<file path="src/design/grade_valve_pid_drive_assert.svh">
// Assertion macros for the grade valve PID drive.
// Every macro samples on clk and is disabled while rst_n is low.
`ifndef GRADE_VALVE_PID_DRIVE_ASSERT_SVH
`define GRADE_VALVE_PID_DRIVE_ASSERT_SVH

// Same-cycle implication.
`define GVPD_ASSERT_IMPL(name, ante, cons, msg) \
    name: assert property (@(posedge clk) disable iff (!rst_n) (ante) |-> (cons)) \
        else $error(msg);

// Next-cycle implication.
`define GVPD_ASSERT_NEXT(name, ante, cons, msg) \
    name: assert property (@(posedge clk) disable iff (!rst_n) (ante) |=> (cons)) \
        else $error(msg);

`endif

</file>
<file path="src/design/gvpd_pkg.sv">
// Shared types and constants for the grade valve PID drive.
// No dependencies; used by the input and configuration interfaces and the top level.
package gvpd_pkg;

    // Field widths of the channels.
    localparam int DIR_W      = 2;
    localparam int DELTA_W    = 8;
    localparam int AUTO_W     = 8;
    localparam int CFG_IDX_W  = 3;
    localparam int CFG_DATA_W = 8;
    localparam int GAIN_W     = 8;
    localparam int KIND_W     = 2;

    // Internal datapath widths.
    localparam int ERR_W   = 9;
    localparam int DIFF_W  = 10;
    localparam int INTEG_W = 32;
    localparam int ACC_W   = 35;
    localparam int WHOLE_W = 13;
    localparam int MUL_W   = 32;
    localparam int PROD_W  = 64;
    localparam int DIVD_W  = 12;

    // Direction codes.
    localparam logic [DIR_W-1:0] DIR_RAISE = 2'd0;
    localparam logic [DIR_W-1:0] DIR_LOWER = 2'd1;
    localparam logic [DIR_W-1:0] DIR_NONE  = 2'd2;
    localparam logic [DIR_W-1:0] DIR_IDLE  = 2'd3;

    // Auto mode value that enables the drive.
    localparam logic [AUTO_W-1:0] AUTO_ON = 8'd1;

    // Valve kind with the narrow limit window.
    localparam logic [KIND_W-1:0] KIND_NARROW = 2'd2;

    // Configuration register indexes.
    typedef enum logic [CFG_IDX_W-1:0] {
        REG_PROP_GAIN     = 3'd0,
        REG_INTEG_GAIN    = 3'd1,
        REG_DERIV_GAIN    = 3'd2,
        REG_SMALL_BAND    = 3'd3,
        REG_RETRACT_BAND  = 3'd4,
        REG_EXTEND_BAND   = 3'd5,
        REG_VALVE_KIND    = 3'd6
    } cfg_reg_t;

    // Register reset values.
    localparam logic [GAIN_W-1:0] RST_PROP_GAIN    = 8'd35;
    localparam logic [GAIN_W-1:0] RST_INTEG_GAIN   = 8'd2;
    localparam logic [GAIN_W-1:0] RST_DERIV_GAIN   = 8'd31;
    localparam logic [GAIN_W-1:0] RST_SMALL_BAND   = 8'd2;
    localparam logic [GAIN_W-1:0] RST_RETRACT_BAND = 8'd25;
    localparam logic [GAIN_W-1:0] RST_EXTEND_BAND  = 8'd75;
    localparam logic [KIND_W-1:0] RST_VALVE_KIND   = 2'd3;

    // Control constants: total clamp in hundredths and the map range in codes.
    localparam int TOTAL_LIMIT_H = 230000;
    localparam int TOTAL_RANGE   = 2300;
    localparam int P_SCALE       = 100;
    localparam int D_SCALE       = 200;
    localparam int BAND_DIV      = 200;

    // Constant divisors handled by the shared divider sequence.
    typedef enum logic [1:0] {
        DIV_HUND = 2'd0,
        DIV_BAND = 2'd1,
        DIV_MAP  = 2'd2
    } div_sel_t;

    // Sequencer states.
    typedef enum logic [17:0] {
        ST_IDLE     = 18'h00001,
        ST_P        = 18'h00002,
        ST_P100     = 18'h00004,
        ST_D        = 18'h00008,
        ST_D200     = 18'h00010,
        ST_INTEG    = 18'h00020,
        ST_SUM      = 18'h00040,
        ST_HLD      = 18'h00080,
        ST_DIV_MUL  = 18'h00100,
        ST_DIV_BACK = 18'h00200,
        ST_DIV_FIX  = 18'h00400,
        ST_WHOLE    = 18'h00800,
        ST_START    = 18'h01000,
        ST_SLOPE    = 18'h02000,
        ST_MAPLD    = 18'h04000,
        ST_CODE     = 18'h08000,
        ST_CLAMP    = 18'h10000,
        ST_OUT      = 18'h20000
    } gvpd_state_t;

endpackage

</file>
<file path="src/design/gvpd_in_if.sv">
// Input channel of the grade valve PID drive: one control tick per word.
// Depends on gvpd_pkg for the field widths.
interface gvpd_in_if import gvpd_pkg::*; ();

    logic                 valid;
    logic                 ready;
    logic [DIR_W-1:0]     direction_code;
    logic [DELTA_W-1:0]   cut_delta;
    logic [AUTO_W-1:0]    auto_mode;

    modport source (output valid, output direction_code, output cut_delta,
                    output auto_mode, input ready);
    modport sink (input valid, input direction_code, input cut_delta,
                  input auto_mode, output ready);

endinterface

</file>
<file path="src/design/gvpd_out_if.sv">
// Output channel of the grade valve PID drive: one valve code per word.
// Stand-alone; the code width follows the DAC_BITS parameter.
interface gvpd_out_if #(
    parameter int DAC_BITS = 12
) ();

    logic                valid;
    logic                ready;
    logic [DAC_BITS-1:0] valve_code;
    logic                drive_engaged;

    modport source (output valid, output valve_code, output drive_engaged, input ready);
    modport sink (input valid, input valve_code, input drive_engaged, output ready);

endinterface

</file>
<file path="src/design/gvpd_cfg_if.sv">
// Configuration write channel of the grade valve PID drive.
// Depends on gvpd_pkg for the index and data widths.
interface gvpd_cfg_if import gvpd_pkg::*; ();

    logic                  valid;
    logic                  ready;
    logic [CFG_IDX_W-1:0]  index;
    logic [CFG_DATA_W-1:0] data;

    modport source (output valid, output index, output data, input ready);
    modport sink (input valid, input index, input data, output ready);

endinterface

</file>
<file path="src/design/grade_valve_pid_drive.sv">
// Grade valve PID drive: top level with a sequencer around one shared multiplier.
// Depends on gvpd_pkg, gvpd_in_if, gvpd_out_if, gvpd_cfg_if and the assertion macros.
//
// Usage:
// in_word carries one control tick (direction, cut delta, auto mode) per word.
// out_word returns exactly one word per tick: the valve code and the engaged flag.
// cfg writes one of seven registers per word; it is always ready and should only
// be used while no tick is in flight.
// A tick that is not engaged (auto mode not 1, or not cutting) goes from
// acceptance straight to the output state. An engaged tick that only updates
// state runs the P, D, integrator and sum steps; a tick that maps to a valve
// code adds the divisions and map steps; ready returns as that word is loaded.
// Each step is one pass through the single 32x32 signed multiplier or a narrow
// add, and each division by 100, 200 or 2300 takes three passes.
// in_word is ready only while the sequencer is idle; one tick is worked at a time.
// The output register holds a finished word while the receiver stalls, and the
// next tick may be accepted meanwhile; the sequencer waits in its last state
// only if a second result is ready before the first has been taken.
// Reset sets the registers to their defaults and clears the integrator and the
// last error; no output word is pending after reset.
`include "grade_valve_pid_drive_assert.svh"

module grade_valve_pid_drive import gvpd_pkg::*; #(
    parameter int DAC_BITS = 12
) (
    input  logic       clk,
    input  logic       rst_n,
    gvpd_in_if.sink    in_word,
    gvpd_out_if.source out_word,
    gvpd_cfg_if.sink   cfg
);

    // Derived widths and constants.
    localparam int NW     = DAC_BITS + 12;
    localparam int CODE_W = DAC_BITS + 3;
    localparam int FULL   = 1 << DAC_BITS;
    localparam int FLOAT  = 1 << (DAC_BITS - 1);
    localparam int LO_WIDE   = (11 * FULL) / 100;
    localparam int HI_WIDE   = (89 * FULL) / 100;
    localparam int LO_NARROW = (26 * FULL) / 100;
    localparam int HI_NARROW = (74 * FULL) / 100;

    localparam logic [MUL_W-1:0] M_HUND = MUL_W'((64'd1 << NW) / P_SCALE);
    localparam logic [MUL_W-1:0] M_BAND = MUL_W'((64'd1 << NW) / BAND_DIV);
    localparam logic [MUL_W-1:0] M_MAP  = MUL_W'((64'd1 << NW) / TOTAL_RANGE);

    localparam logic signed [ACC_W-1:0] TOT_HI = ACC_W'(TOTAL_LIMIT_H);
    localparam logic signed [ACC_W-1:0] TOT_LO = -TOT_HI;
    localparam logic signed [CODE_W-1:0] FLOAT_C = CODE_W'(FLOAT);
    localparam logic [DAC_BITS-1:0] FLOAT_OUT = DAC_BITS'(FLOAT);

    // Configuration registers.
    logic [GAIN_W-1:0] prop_gain_reg;
    logic [GAIN_W-1:0] integ_gain_reg;
    logic [GAIN_W-1:0] deriv_gain_reg;
    logic [GAIN_W-1:0] small_band_reg;
    logic [GAIN_W-1:0] retract_band_reg;
    logic [GAIN_W-1:0] extend_band_reg;
    logic [KIND_W-1:0] valve_kind_reg;

    // Controller state.
    logic signed [INTEG_W-1:0] integ_reg;
    logic signed [ERR_W-1:0]   last_err_reg;

    // Sequencer and output control.
    gvpd_state_t state_reg, state_next;
    logic        out_valid_reg;

    // Working registers of the tick in flight.
    logic [DIR_W-1:0]          dir_reg;
    logic [DELTA_W-1:0]        delta_reg;
    logic signed [ERR_W-1:0]   err_reg;
    logic                      engaged_reg;
    logic signed [PROD_W-1:0]  prod_reg;
    logic signed [ACC_W-1:0]   acc_reg;
    logic [NW-1:0]             div_n_reg;
    logic                      div_neg_reg;
    div_sel_t                  div_sel_reg;
    logic [NW-1:0]             q_reg;
    logic signed [WHOLE_W-1:0] whole_reg;
    logic signed [CODE_W-1:0]  start_reg;
    logic signed [CODE_W-1:0]  slope_reg;
    logic signed [CODE_W-1:0]  code_reg;
    logic [DAC_BITS-1:0]       res_code_reg;
    logic [DAC_BITS-1:0]       out_code_reg;
    logic                      out_engaged_reg;

    // Combinational helpers.
    logic                      in_accept;
    logic                      out_free;
    logic                      is_lower;
    logic                      in_band;
    logic                      map_ok;
    logic signed [MUL_W-1:0]   mul_a;
    logic signed [MUL_W-1:0]   mul_b;
    logic signed [PROD_W-1:0]  mul_p;
    logic [DIVD_W-1:0]         div_d;
    logic [MUL_W-1:0]          div_m;
    logic signed [DIFF_W-1:0]  err_diff;
    logic signed [INTEG_W:0]   integ_sum;
    logic signed [ACC_W-1:0]   tot_sum;
    logic signed [ACC_W-1:0]   tot_clamp;
    logic [NW-1:0]             div_rem;
    logic signed [WHOLE_W-1:0] q_whole;
    logic signed [CODE_W-1:0]  q_code;
    logic signed [CODE_W-1:0]  lo_c;
    logic signed [CODE_W-1:0]  hi_c;
    logic [GAIN_W-1:0]         band_byte;
    logic signed [ERR_W-1:0]   in_err;

    // Handshakes.
    assign in_accept      = in_word.valid && in_word.ready;
    assign in_word.ready  = (state_reg == ST_IDLE);
    assign cfg.ready      = 1'b1;
    assign out_free       = !out_valid_reg || out_word.ready;

    assign out_word.valid         = out_valid_reg;
    assign out_word.valve_code    = out_code_reg;
    assign out_word.drive_engaged = out_engaged_reg;

    // Decisions on the tick in flight.
    assign is_lower = (dir_reg == DIR_LOWER);
    assign in_band  = (delta_reg < small_band_reg);
    assign map_ok   = ((dir_reg == DIR_RAISE) || (dir_reg == DIR_LOWER)) &&
                      (delta_reg >= small_band_reg);
    assign in_err   = (in_word.direction_code == DIR_RAISE) ?
                      signed'({1'b0, in_word.cut_delta}) :
                      -signed'({1'b0, in_word.cut_delta});
    assign err_diff = DIFF_W'(err_reg) - DIFF_W'(last_err_reg);
    assign band_byte = is_lower ? retract_band_reg : extend_band_reg;

    // Valve limits for the configured valve kind.
    assign lo_c = (valve_kind_reg == KIND_NARROW) ? CODE_W'(LO_NARROW) : CODE_W'(LO_WIDE);
    assign hi_c = (valve_kind_reg == KIND_NARROW) ? CODE_W'(HI_NARROW) : CODE_W'(HI_WIDE);

    // Divisor and reciprocal of the division in progress.
    always_comb
    begin
        unique case (div_sel_reg)
            DIV_HUND:
            begin
                div_d = DIVD_W'(P_SCALE);
                div_m = M_HUND;
            end
            DIV_BAND:
            begin
                div_d = DIVD_W'(BAND_DIV);
                div_m = M_BAND;
            end
            DIV_MAP:
            begin
                div_d = DIVD_W'(TOTAL_RANGE);
                div_m = M_MAP;
            end
            default:
            begin
                div_d = DIVD_W'(TOTAL_RANGE);
                div_m = M_MAP;
            end
        endcase
    end

    // Operand selection for the shared multiplier.
    always_comb
    begin
        mul_a = '0;
        mul_b = '0;
        case (state_reg)
            ST_P:
            begin
                mul_a = MUL_W'(err_reg);
                mul_b = MUL_W'(prop_gain_reg);
            end
            ST_P100:
            begin
                mul_a = prod_reg[MUL_W-1:0];
                mul_b = MUL_W'(P_SCALE);
            end
            ST_D:
            begin
                mul_a = MUL_W'(err_diff);
                mul_b = MUL_W'(deriv_gain_reg);
            end
            ST_D200:
            begin
                mul_a = prod_reg[MUL_W-1:0];
                mul_b = MUL_W'(D_SCALE);
            end
            ST_INTEG:
            begin
                mul_a = MUL_W'(err_reg);
                mul_b = MUL_W'(integ_gain_reg);
            end
            ST_SLOPE:
            begin
                mul_a = MUL_W'(whole_reg);
                mul_b = MUL_W'(slope_reg);
            end
            ST_DIV_MUL:
            begin
                mul_a = MUL_W'(div_n_reg);
                mul_b = div_m;
            end
            ST_DIV_BACK:
            begin
                mul_a = MUL_W'(prod_reg[NW +: NW]);
                mul_b = MUL_W'(div_d);
            end
            default:
            begin
                mul_a = '0;
                mul_b = '0;
            end
        endcase
    end

    assign mul_p = mul_a * mul_b;

    // Integrator add, total add and clamp, divider correction.
    assign integ_sum = (INTEG_W + 1)'(integ_reg) + mul_p[INTEG_W:0];
    assign tot_sum   = acc_reg + ACC_W'(integ_reg);
    assign tot_clamp = (tot_sum > TOT_HI) ? TOT_HI :
                       (tot_sum < TOT_LO) ? TOT_LO : tot_sum;
    assign div_rem   = div_n_reg - prod_reg[NW-1:0];
    assign q_whole   = signed'(WHOLE_W'(q_reg));
    assign q_code    = signed'(CODE_W'(q_reg));

    // Sequencer.
    always_comb
    begin
        state_next = state_reg;
        unique case (state_reg)
            ST_IDLE:
            begin
                if (in_accept)
                begin
                    if ((in_word.auto_mode == AUTO_ON) && (in_word.direction_code != DIR_IDLE))
                        state_next = ST_P;
                    else
                        state_next = ST_OUT;
                end
            end
            ST_P:        state_next = ST_P100;
            ST_P100:     state_next = ST_D;
            ST_D:        state_next = ST_D200;
            ST_D200:     state_next = ST_INTEG;
            ST_INTEG:    state_next = ST_SUM;
            ST_SUM:      state_next = map_ok ? ST_HLD : ST_OUT;
            ST_HLD:      state_next = ST_DIV_MUL;
            ST_DIV_MUL:  state_next = ST_DIV_BACK;
            ST_DIV_BACK: state_next = ST_DIV_FIX;
            ST_DIV_FIX:
            begin
                unique case (div_sel_reg)
                    DIV_HUND: state_next = ST_WHOLE;
                    DIV_BAND: state_next = ST_START;
                    DIV_MAP:  state_next = ST_CODE;
                    default:  state_next = ST_IDLE;
                endcase
            end
            ST_WHOLE:    state_next = ST_DIV_MUL;
            ST_START:    state_next = ST_SLOPE;
            ST_SLOPE:    state_next = ST_MAPLD;
            ST_MAPLD:    state_next = ST_DIV_MUL;
            ST_CODE:     state_next = ST_CLAMP;
            ST_CLAMP:    state_next = ST_OUT;
            ST_OUT:
            begin
                if (out_free)
                    state_next = ST_IDLE;
            end
            default:     state_next = ST_IDLE;
        endcase
    end

    // Control registers: sequencer state, output valid, configuration and controller state.
    always_ff @(posedge clk or negedge rst_n)
    begin
        if (!rst_n)
        begin
            state_reg        <= ST_IDLE;
            out_valid_reg    <= 1'b0;
            prop_gain_reg    <= RST_PROP_GAIN;
            integ_gain_reg   <= RST_INTEG_GAIN;
            deriv_gain_reg   <= RST_DERIV_GAIN;
            small_band_reg   <= RST_SMALL_BAND;
            retract_band_reg <= RST_RETRACT_BAND;
            extend_band_reg  <= RST_EXTEND_BAND;
            valve_kind_reg   <= RST_VALVE_KIND;
            integ_reg        <= '0;
            last_err_reg     <= '0;
        end
        else
        begin
            state_reg <= state_next;

            if ((state_reg == ST_OUT) && out_free)
                out_valid_reg <= 1'b1;
            else if (out_word.ready)
                out_valid_reg <= 1'b0;

            if (cfg.valid)
            begin
                unique case (cfg.index)
                    REG_PROP_GAIN:    prop_gain_reg    <= cfg.data;
                    REG_INTEG_GAIN:   integ_gain_reg   <= cfg.data;
                    REG_DERIV_GAIN:   deriv_gain_reg   <= cfg.data;
                    REG_SMALL_BAND:   small_band_reg   <= cfg.data;
                    REG_RETRACT_BAND: retract_band_reg <= cfg.data;
                    REG_EXTEND_BAND:  extend_band_reg  <= cfg.data;
                    REG_VALVE_KIND:   valve_kind_reg   <= cfg.data[KIND_W-1:0];
                    default:          ;
                endcase
            end

            // The integrator runs only inside the small error band and saturates.
            if (state_reg == ST_INTEG)
            begin
                last_err_reg <= err_reg;
                if (!in_band)
                    integ_reg <= '0;
                else if (integ_sum[INTEG_W] != integ_sum[INTEG_W-1])
                    integ_reg <= integ_sum[INTEG_W] ?
                                 {1'b1, {(INTEG_W-1){1'b0}}} : {1'b0, {(INTEG_W-1){1'b1}}};
                else
                    integ_reg <= integ_sum[INTEG_W-1:0];
            end
        end
    end

    // Datapath registers of the tick in flight.
    always_ff @(posedge clk)
    begin
        prod_reg <= mul_p;

        if (state_reg == ST_OUT && out_free)
        begin
            out_code_reg    <= res_code_reg;
            out_engaged_reg <= engaged_reg;
        end

        case (state_reg)
            ST_IDLE:
            begin
                if (in_accept)
                begin
                    dir_reg      <= in_word.direction_code;
                    delta_reg    <= in_word.cut_delta;
                    err_reg      <= in_err;
                    engaged_reg  <= (in_word.auto_mode == AUTO_ON) &&
                                    (in_word.direction_code != DIR_IDLE);
                    res_code_reg <= FLOAT_OUT;
                end
            end
            ST_P100:  acc_reg <= mul_p[ACC_W-1:0];
            ST_D200:  acc_reg <= acc_reg + mul_p[ACC_W-1:0];
            ST_SUM:   acc_reg <= tot_clamp;
            // Divide the clamped total by 100, truncating toward zero.
            ST_HLD:
            begin
                div_n_reg   <= NW'(acc_reg[ACC_W-1] ? -acc_reg : acc_reg);
                div_neg_reg <= acc_reg[ACC_W-1];
                div_sel_reg <= DIV_HUND;
            end
            ST_DIV_BACK: q_reg <= prod_reg[NW +: NW];
            ST_DIV_FIX:
            begin
                if (div_rem >= NW'(div_d))
                    q_reg <= q_reg + NW'(1);
            end
            // Whole codes known; now derive the deadband offset byte*2^B/200.
            ST_WHOLE:
            begin
                whole_reg   <= div_neg_reg ? -q_whole : q_whole;
                div_n_reg   <= NW'({band_byte, {DAC_BITS{1'b0}}});
                div_neg_reg <= 1'b0;
                div_sel_reg <= DIV_BAND;
            end
            // Window start and the span from it to the valve limit.
            ST_START:
            begin
                if (is_lower)
                begin
                    start_reg <= FLOAT_C - q_code;
                    slope_reg <= lo_c - FLOAT_C + q_code;
                end
                else
                begin
                    start_reg <= FLOAT_C + q_code;
                    slope_reg <= hi_c - FLOAT_C - q_code;
                end
            end
            // Scale whole*span down by the map range.
            ST_MAPLD:
            begin
                div_n_reg   <= NW'(prod_reg[PROD_W-1] ? -prod_reg : prod_reg);
                div_neg_reg <= prod_reg[PROD_W-1];
                div_sel_reg <= DIV_MAP;
            end
            // The retract map divides by the negated range, which flips the sign.
            ST_CODE:
            begin
                code_reg <= (div_neg_reg ^ is_lower) ? start_reg - q_code : start_reg + q_code;
            end
            ST_CLAMP:
            begin
                if (code_reg < lo_c)
                    res_code_reg <= DAC_BITS'(lo_c);
                else if (code_reg > hi_c)
                    res_code_reg <= DAC_BITS'(hi_c);
                else
                    res_code_reg <= DAC_BITS'(code_reg);
            end
            default: ;
        endcase
    end

    // Checks.
    `GVPD_ASSERT_NEXT(a_busy_after_accept, in_accept, !in_word.ready,
        "input accepted while a tick is still in flight")
    `GVPD_ASSERT_IMPL(a_idle_floats, out_word.valid && !out_word.drive_engaged,
        out_word.valve_code == FLOAT_OUT, "disengaged word does not float")
    `GVPD_ASSERT_IMPL(a_code_in_limits, out_word.valid && out_word.valve_code != FLOAT_OUT,
        out_word.valve_code >= DAC_BITS'(LO_WIDE) && out_word.valve_code <= DAC_BITS'(HI_WIDE),
        "valve code outside the valve limits")
    `GVPD_ASSERT_NEXT(a_integ_cleared, state_reg == ST_INTEG && !in_band,
        integ_reg == '0, "integrator not cleared outside the small error band")

endmodule
</file>
<file path="src/flat_wrapper.sv">
// flat-port wrapper written by rule: the top's interface ports become plain ports
module grade_valve_pid_drive_flat import gvpd_pkg::*;
#(
    parameter int DAC_BITS = 12
)
  (clk, rst_n, in_word_valid, in_word_direction_code, in_word_cut_delta, in_word_auto_mode, in_word_ready, out_word_valid, out_word_valve_code, out_word_drive_engaged, out_word_ready, cfg_valid, cfg_index, cfg_data, cfg_ready);
  gvpd_in_if in_word_i ();
  gvpd_out_if #(.DAC_BITS(DAC_BITS)) out_word_i ();
  gvpd_cfg_if cfg_i ();
  input  logic clk;
  input  logic rst_n;
  input wire logic [$bits(in_word_i.valid)-1:0] in_word_valid;
  input wire logic [$bits(in_word_i.direction_code)-1:0] in_word_direction_code;
  input wire logic [$bits(in_word_i.cut_delta)-1:0] in_word_cut_delta;
  input wire logic [$bits(in_word_i.auto_mode)-1:0] in_word_auto_mode;
  output wire logic [$bits(in_word_i.ready)-1:0] in_word_ready;
  output wire logic [$bits(out_word_i.valid)-1:0] out_word_valid;
  output wire logic [$bits(out_word_i.valve_code)-1:0] out_word_valve_code;
  output wire logic [$bits(out_word_i.drive_engaged)-1:0] out_word_drive_engaged;
  input wire logic [$bits(out_word_i.ready)-1:0] out_word_ready;
  input wire logic [$bits(cfg_i.valid)-1:0] cfg_valid;
  input wire logic [$bits(cfg_i.index)-1:0] cfg_index;
  input wire logic [$bits(cfg_i.data)-1:0] cfg_data;
  output wire logic [$bits(cfg_i.ready)-1:0] cfg_ready;
  assign in_word_i.valid = in_word_valid;
  assign in_word_i.direction_code = in_word_direction_code;
  assign in_word_i.cut_delta = in_word_cut_delta;
  assign in_word_i.auto_mode = in_word_auto_mode;
  assign in_word_ready = in_word_i.ready;
  assign out_word_valid = out_word_i.valid;
  assign out_word_valve_code = out_word_i.valve_code;
  assign out_word_drive_engaged = out_word_i.drive_engaged;
  assign out_word_i.ready = out_word_ready;
  assign cfg_i.valid = cfg_valid;
  assign cfg_i.index = cfg_index;
  assign cfg_i.data = cfg_data;
  assign cfg_ready = cfg_i.ready;
  grade_valve_pid_drive #(.DAC_BITS(DAC_BITS)) u_core (.clk(clk), .rst_n(rst_n), .in_word(in_word_i), .out_word(out_word_i), .cfg(cfg_i));
endmodule
</file>
<file path="config.mk">
export PLATFORM = sky130hd
export DESIGN_NAME = grade_valve_pid_drive_flat
export DESIGN_NICKNAME = d
export VERILOG_FILES = /design/src/design/gvpd_pkg.sv /design/src/design/gvpd_in_if.sv /design/src/design/gvpd_out_if.sv /design/src/design/gvpd_cfg_if.sv /design/src/design/grade_valve_pid_drive.sv /design/src/flat_wrapper.sv
export VERILOG_INCLUDE_DIRS = /design/src /design/src/design
export SDC_FILE = /design/constraint.sdc
export NUM_CORES = 2
export LEC_CHECK = 0
export ABC_AREA = 1
export BUFFER_PORTS_ARGS = -buffer_cell sky130_fd_sc_hd__buf_2
export CORE_ASPECT_RATIO = 1.25
export CORE_MARGIN = 3
export CORE_UTILIZATION = 50
export DETAILED_ROUTE_END_ITERATION = 10
export GPL_TIMING_DRIVEN = 0
export PLACE_DENSITY_LB_ADDON = 0.15
export SLEW_MARGIN = 5
export SYNTH_ARGS = -nofsm -noshare
export SYNTH_HDL_FRONTEND = slang
export SYNTH_SLANG_ARGS = --single-unit
</file>
<file path="constraint.sdc">
create_clock -name clk -period 13.19 [get_ports clk]
set_input_delay 3.957 -clock clk [delete_from_list [all_inputs] [get_ports clk]]
set_output_delay 3.957 -clock clk [all_outputs]
set_load 0.05 [all_outputs]
</file>
* After elaboration in Yosys (flattened, before gate mapping)
Cells that the tools add are included.
** Cells by class
- Add/sub/neg operators :: 18
- $mul :: 1
- $lt $le $gt $ge :: 7
- Eq/ne operators :: 34
- Muxes and demuxes :: 37
- Bitwise logic cells :: 1
- Reductions and logical operators :: 30
** Operators with widths (count)
- 18-bit case mux with 16 select lines :: 1
- 32-bit case mux with 8 select lines :: 1
- 32-bit case mux with 6 select lines :: 1
- 35-bit case mux with 3 select lines :: 1
- 32-bit 2-to-1 mux :: 3
- 18-bit 2-to-1 mux :: 4
- 24-bit 2-to-1 mux :: 3
- 24-bit case mux with 3 select lines :: 1
- 35-bit 2-to-1 mux :: 2
- 32-bit by 32-bit multiplier with 64-bit output :: 1
- 24-bit negation :: 2
- 12-bit case mux with 2 select lines :: 2
- 16-bit case mux with 3 select lines :: 1
- 24-bit case mux with 2 select lines :: 1
- 15-bit 2-to-1 mux :: 3
- 12-bit 2-to-1 mux :: 3
- 18-bit case mux with 2 select lines :: 1
- 35-bit by 32-bit adder with 35-bit output :: 1
- 35-bit adder :: 1
- 35-bit by 19-bit greater-than comparator with 1-bit output (second input constant) :: 1
- 35-bit by 19-bit less-than comparator with 1-bit output (second input constant) :: 1
- 33-bit adder :: 1
- 15-bit adder :: 2
- 15-bit by 13-bit subtractor with 15-bit output (second input constant) :: 2
- other kinds (57) :: 88
** Storage, ports and cells
- Flip-flop bits (word level) :: 363
- Bits of input ports :: 34
- Output and inout port bits :: 16
- Word-level logic and storage cells :: 157

* Logic depth before layout (Yosys ltp)
- Depth in word-level cells :: 8
- Depth in mapped cells :: 62
- Gate-level depth less buffers :: 60

* Least setup slack after synthesis
Ideal clock, no wire load.
- Path type :: register -> register
- Start :: register u_core.err_reg[2]
- End :: register u_core.integ_reg[0]
- Library setup time :: 0.120 ns
- Arrival :: 9.664 ns
- Data required time :: 13.070 ns
- Path slack :: 3.406 ns
- Stages on the path, launching flop included :: 52
- Buffers on the path :: 3
- Clock period less this slack :: 9.784 ns
- Cells stage by stage :: edfxtp_1 > ha_1 > nand3b_1 > a21oi_1 > nor2_1 > o21ai_0 > nand2_1 > nand2_1 > nand2_1 > nand2_1 > nand2_2 > a21oi_2 > clkbuf_1 > and2_1 > buf_2 > nor2_1 > fa_1 > inv_1 > [... 16 more ...] > nor3_1 > a21oi_1 > o21ai_0 > xor2_1 > ha_1 > nand2_1 > inv_1 > a21oi_1 > inv_1 > a2111oi_0 > nand3_1 > nand2_1 > nand3_1 > nand2_1 > inv_2 > buf_4 > o21ai_1 > nand2_1
** Between the ends
- Word-level cells in the longest chain between the ends :: 7
- Elaborated cells between the ends (all ways) :: 8
- Classes of those cells :: add/sub: 2; mul: 1; eq/ne: 1; mux: 4
** RTL lines
- start: declaration :: line grade_valve_pid_drive.sv:72 : logic signed [ERR_W-1:0] err_reg;
- start signal: assignment :: line grade_valve_pid_drive.sv:349 : err_reg <= in_err;
- 9-bit by 9-bit subtractor with 10-bit output :: line grade_valve_pid_drive.sv:129 : assign err_diff = DIFF_W'(err_reg) - DIFF_W'(last_err_reg);
- 32-bit case mux with 6 select lines * :: line grade_valve_pid_drive.sv:168 : case (state_reg)
- 32-bit by 32-bit multiplier with 64-bit output * :: line grade_valve_pid_drive.sv:217 : assign mul_p = mul_a * mul_b;
- net u_core.mul_p[25] :: line grade_valve_pid_drive.sv:96 : logic signed [PROD_W-1:0] mul_p;
- 33-bit adder * :: line grade_valve_pid_drive.sv:220 : assign integ_sum = (INTEG_W + 1)'(integ_reg) + mul_p[INTEG_W:0];
- 32-bit 2-to-1 mux or 1-bit != test (tied branches) :: line grade_valve_pid_drive.sv:323, grade_valve_pid_drive.sv:322
- 32-bit 2-to-1 mux * :: line grade_valve_pid_drive.sv:322 : else if (integ_sum[INTEG_W] != integ_sum[INTEG_W-1])
- 32-bit 2-to-1 mux * :: line grade_valve_pid_drive.sv:320 : if (!in_band)
- end signal: assignment :: line grade_valve_pid_drive.sv:323 : integ_reg <= integ_sum[INTEG_W] ?
- end signal: assignment :: line grade_valve_pid_drive.sv:326 : integ_reg <= integ_sum[INTEG_W-1:0];
- end: declaration :: line grade_valve_pid_drive.sv:62 : logic signed [INTEG_W-1:0] integ_reg;
The timed path passes the listed nets; every way through them passes the cells marked *.
A chain may end at the register's enable or synchronous reset.

* Worst setup path after layout
- Start :: register u_core.state_reg[1]
- End :: register u_core.integ_reg[1]
** Between the ends
- Word-level cells in the longest chain between the ends :: 8
- Elaborated cells between the ends (all ways) :: 18
- Classes of those cells :: add/sub: 1; mul: 1; eq/ne: 9; mux: 5; reduce/logical: 2
** RTL lines
- start: declaration :: line grade_valve_pid_drive.sv:66 : gvpd_state_t state_reg, state_next;
- start signal: assignment :: line grade_valve_pid_drive.sv:295 : state_reg <= state_next;
- 18-bit by 2-bit == test with 1-bit output, or another cell as far along :: line grade_valve_pid_drive.sv:168
- 2-bit OR reduction (no line)
- 32-bit case mux with 6 select lines :: line grade_valve_pid_drive.sv:168
- 32-bit by 32-bit multiplier with 64-bit output * :: line grade_valve_pid_drive.sv:217
- net u_core.mul_p[26] :: line grade_valve_pid_drive.sv:96
- 33-bit adder * :: line grade_valve_pid_drive.sv:220
- 32-bit 2-to-1 mux or 1-bit != test (tied branches) :: line grade_valve_pid_drive.sv:323, grade_valve_pid_drive.sv:322
- 32-bit 2-to-1 mux * :: line grade_valve_pid_drive.sv:322
- 32-bit 2-to-1 mux * :: line grade_valve_pid_drive.sv:320
Marked as above.

==> metrics.txt <==
H-tree depth 2; Worst Path Class, Setup reg -> reg; DR vias/cell 5.46; die width 307 um; worst hold path depth 0; Seq/Total Area, Yosys 0.161; period utilization 0.957; pre-CTS WS -30.5 ps; DRT antenna net count 0; total length of routed wires 183 mm; CTS tree built; Detail Placement HPWL 158 mm; R2R depth 46; Syn Nets 8189; Layout Nets 8299; gr ovfl total 0; RR Startpoint u_core.state_reg[1]; final setup margin 569 ps; Post-synth EDFFs 179; top post-synthesis cells by count inv_1 (1544), nand2_1 (1181), fa_1 (995); gr usage total 0.321; Inst Count DP 8288; final slew viol count 0; Synth Cell Area 0.0566 sq mm; Largest register FFs 49; CTS buffer count 39; Ys Warns 0; hold_sp u_core.res_code_reg[4]; P&R area growth vs syn 7.14%; RSZ-0062 raised after global routing no; worst-margin pin slew 1410 ps; CP max stage delay 660 ps; vias in the first global route 47.9k; Req. time, crit path 13620 ps; fraction of layout cells with a size suffix above 1 0.0546; io pins 50; I/O Buffers 48; initial antenna violation count 9; final hold viol count 0; cell area power density 47.0 mW/mm^2; GP Congestion 0.969; run status completed; largest net degree at the start of global routing 80; Die H 382 um; WL per Instance 21.9 um; Post-Synthesis Cells 6769; CP max FO 10; Synth area leader fa_1; Worst Path Buf+Inv 14; Clock transition at path regs 60 ps; worst min path class reg -> reg; Crit path top cell by count fa_1; synth top area cells fa_1 (35%), inv_1 (10%), edfxtp_1 (9.5%); CORE AREA 0.112 sq mm; fin cells 8370; CP arrival 13050 ps; first-pass GRT wire length 285 mm; post-synth top area share 0.352; peak supply drop 0.0877 mV; syn avg cell area 8.36 sq um; RR Endpoint u_core.integ_reg[1]; post-layout min period 12620 ps; Pleak 0.0318 uW; Fin Hold WS 421 ps; vias 45.7k; Root Driver clkbuf_16; end of the worst hold path u_core.out_word.valve_code[4]; CTS Sinks 338; Max Clock Skew 55.6 ps; fmax 0.0792 GHz; most frequent cell after synthesis inv_1; Post-CTS Hold Buffers 0; crit path max-delay cell type clkinv_1; Seq cells post-synth 338; filler cell count 10.6k; Yosys cell types 75; Pre-antenna DRT Iters 5; Initial Utilization 0.505; initial drt markers 3605; max-cap violations 0; die area 0.117 sq mm; crit path launch type flip-flop; Std-Cell Rows 137; Max-slew headroom 0.0556; crit-path leading delay family adder cells; # DRC 0; capturing element type of the critical path flip-flop; Main synth FF type edfxtp_1; ys async rst share 0.325; Final setup viols 0; worst skew pair latency 620 ps; CTS Buffer Depth 3; setup slack, reg-to-reg 570 ps
[worst max path at each step]
stage,startpoint,endpoint,slack (ps),cells after the start
3_5_place_dp,u_core.state_reg[8],u_core.integ_reg[1],-30,48
3_3_place_gp,u_core.state_reg[0],u_core.integ_reg[1],-280,43
6_report,u_core.state_reg[1],u_core.integ_reg[1],570,46
5_1_grt,u_core.state_reg[0],u_core.integ_reg[1],20,53
4_1_cts,u_core.err_reg[2],u_core.integ_reg[1],60,48
2_1_floorplan,u_core.err_reg[2],u_core.integ_reg[0],3410,51
[kinds of logic after synthesis]
family / synth area share
buffers and inverters: 0.118
XOR/XNOR: 0.0306
flip-flops: 0.161
multiplexers: 0.000199
AND/OR/NAND/NOR: 0.165
AO/OA/AOI/OAI: 0.0865
adder cells (fa/ha/maj): 0.439
other: 0.0000663
[cells in the final DEF, fill, tap and decap left out, drive strengths merged, types with 25 or more instances in the layout]
master and count:
inv 1571, nand2 1200, fa 995, nor2 658, ha 391, o21ai 370, a21oi 309, edfxtp 179
nand3 174, buf 144, xor2 141, clkbuf 126, dfrtp 90, nor3 90, xnor2 54, nand4 50
dfxtp 49, nor4 25
[power breakdown]
part	internal (uW)	total, uW	leakage (uW)	switching, uW
clock	705	1220	0.000684	513
combinational	119	395	0.0277	276
sequential	1200	1240	0.00340	33.3
[layout make-up]
cell class | instances | area [sq um] | area share
buffer | 155 | 748 | 0.0123
multi-input combinational | 4699 | 41100 | 0.677
clock inverter | 26 | 375 | 0.00619
timing repair buffer | 69 | 498 | 0.00821
inverter | 1577 | 5930 | 0.0978
antenna | 1 | 2.50 | 0.0000413
tap | 1459 | 1830 | 0.0301
sequential | 338 | 9130 | 0.151
clock buffer | 46 | 1050 | 0.0174
[through the flow]
stage	instance area, sq um	power, uW	TNS, ps	utilization
2_1_floorplan	56600	1520	0	-
3_3_place_gp	58600	1630	-6840	0.524
3_5_place_dp	58900	1650	-58.4	0.526
4_1_cts	60300	2860	0	0.539
5_1_grt	60600	2950	0	0.542
6_report	60600	2850	0	0.542
[repair_timing]
action,CTS,global route
resized for setup,3,33
pin swaps,0,6
buffers inserted,0,9
endpoints found under the setup margin,31,39
[metal layers]
metal / wire length, um / global-route usage / share of wire
met1: 71400 / 0.404 / 0.39
met2: 90100 / 0.549 / 0.49
met4: 11700 / 0.169 / 0.064
met5: 10 / 0 / 0.000055
met3: 10100 / 0.0324 / 0.055
(Power assumes the default switching activity.)
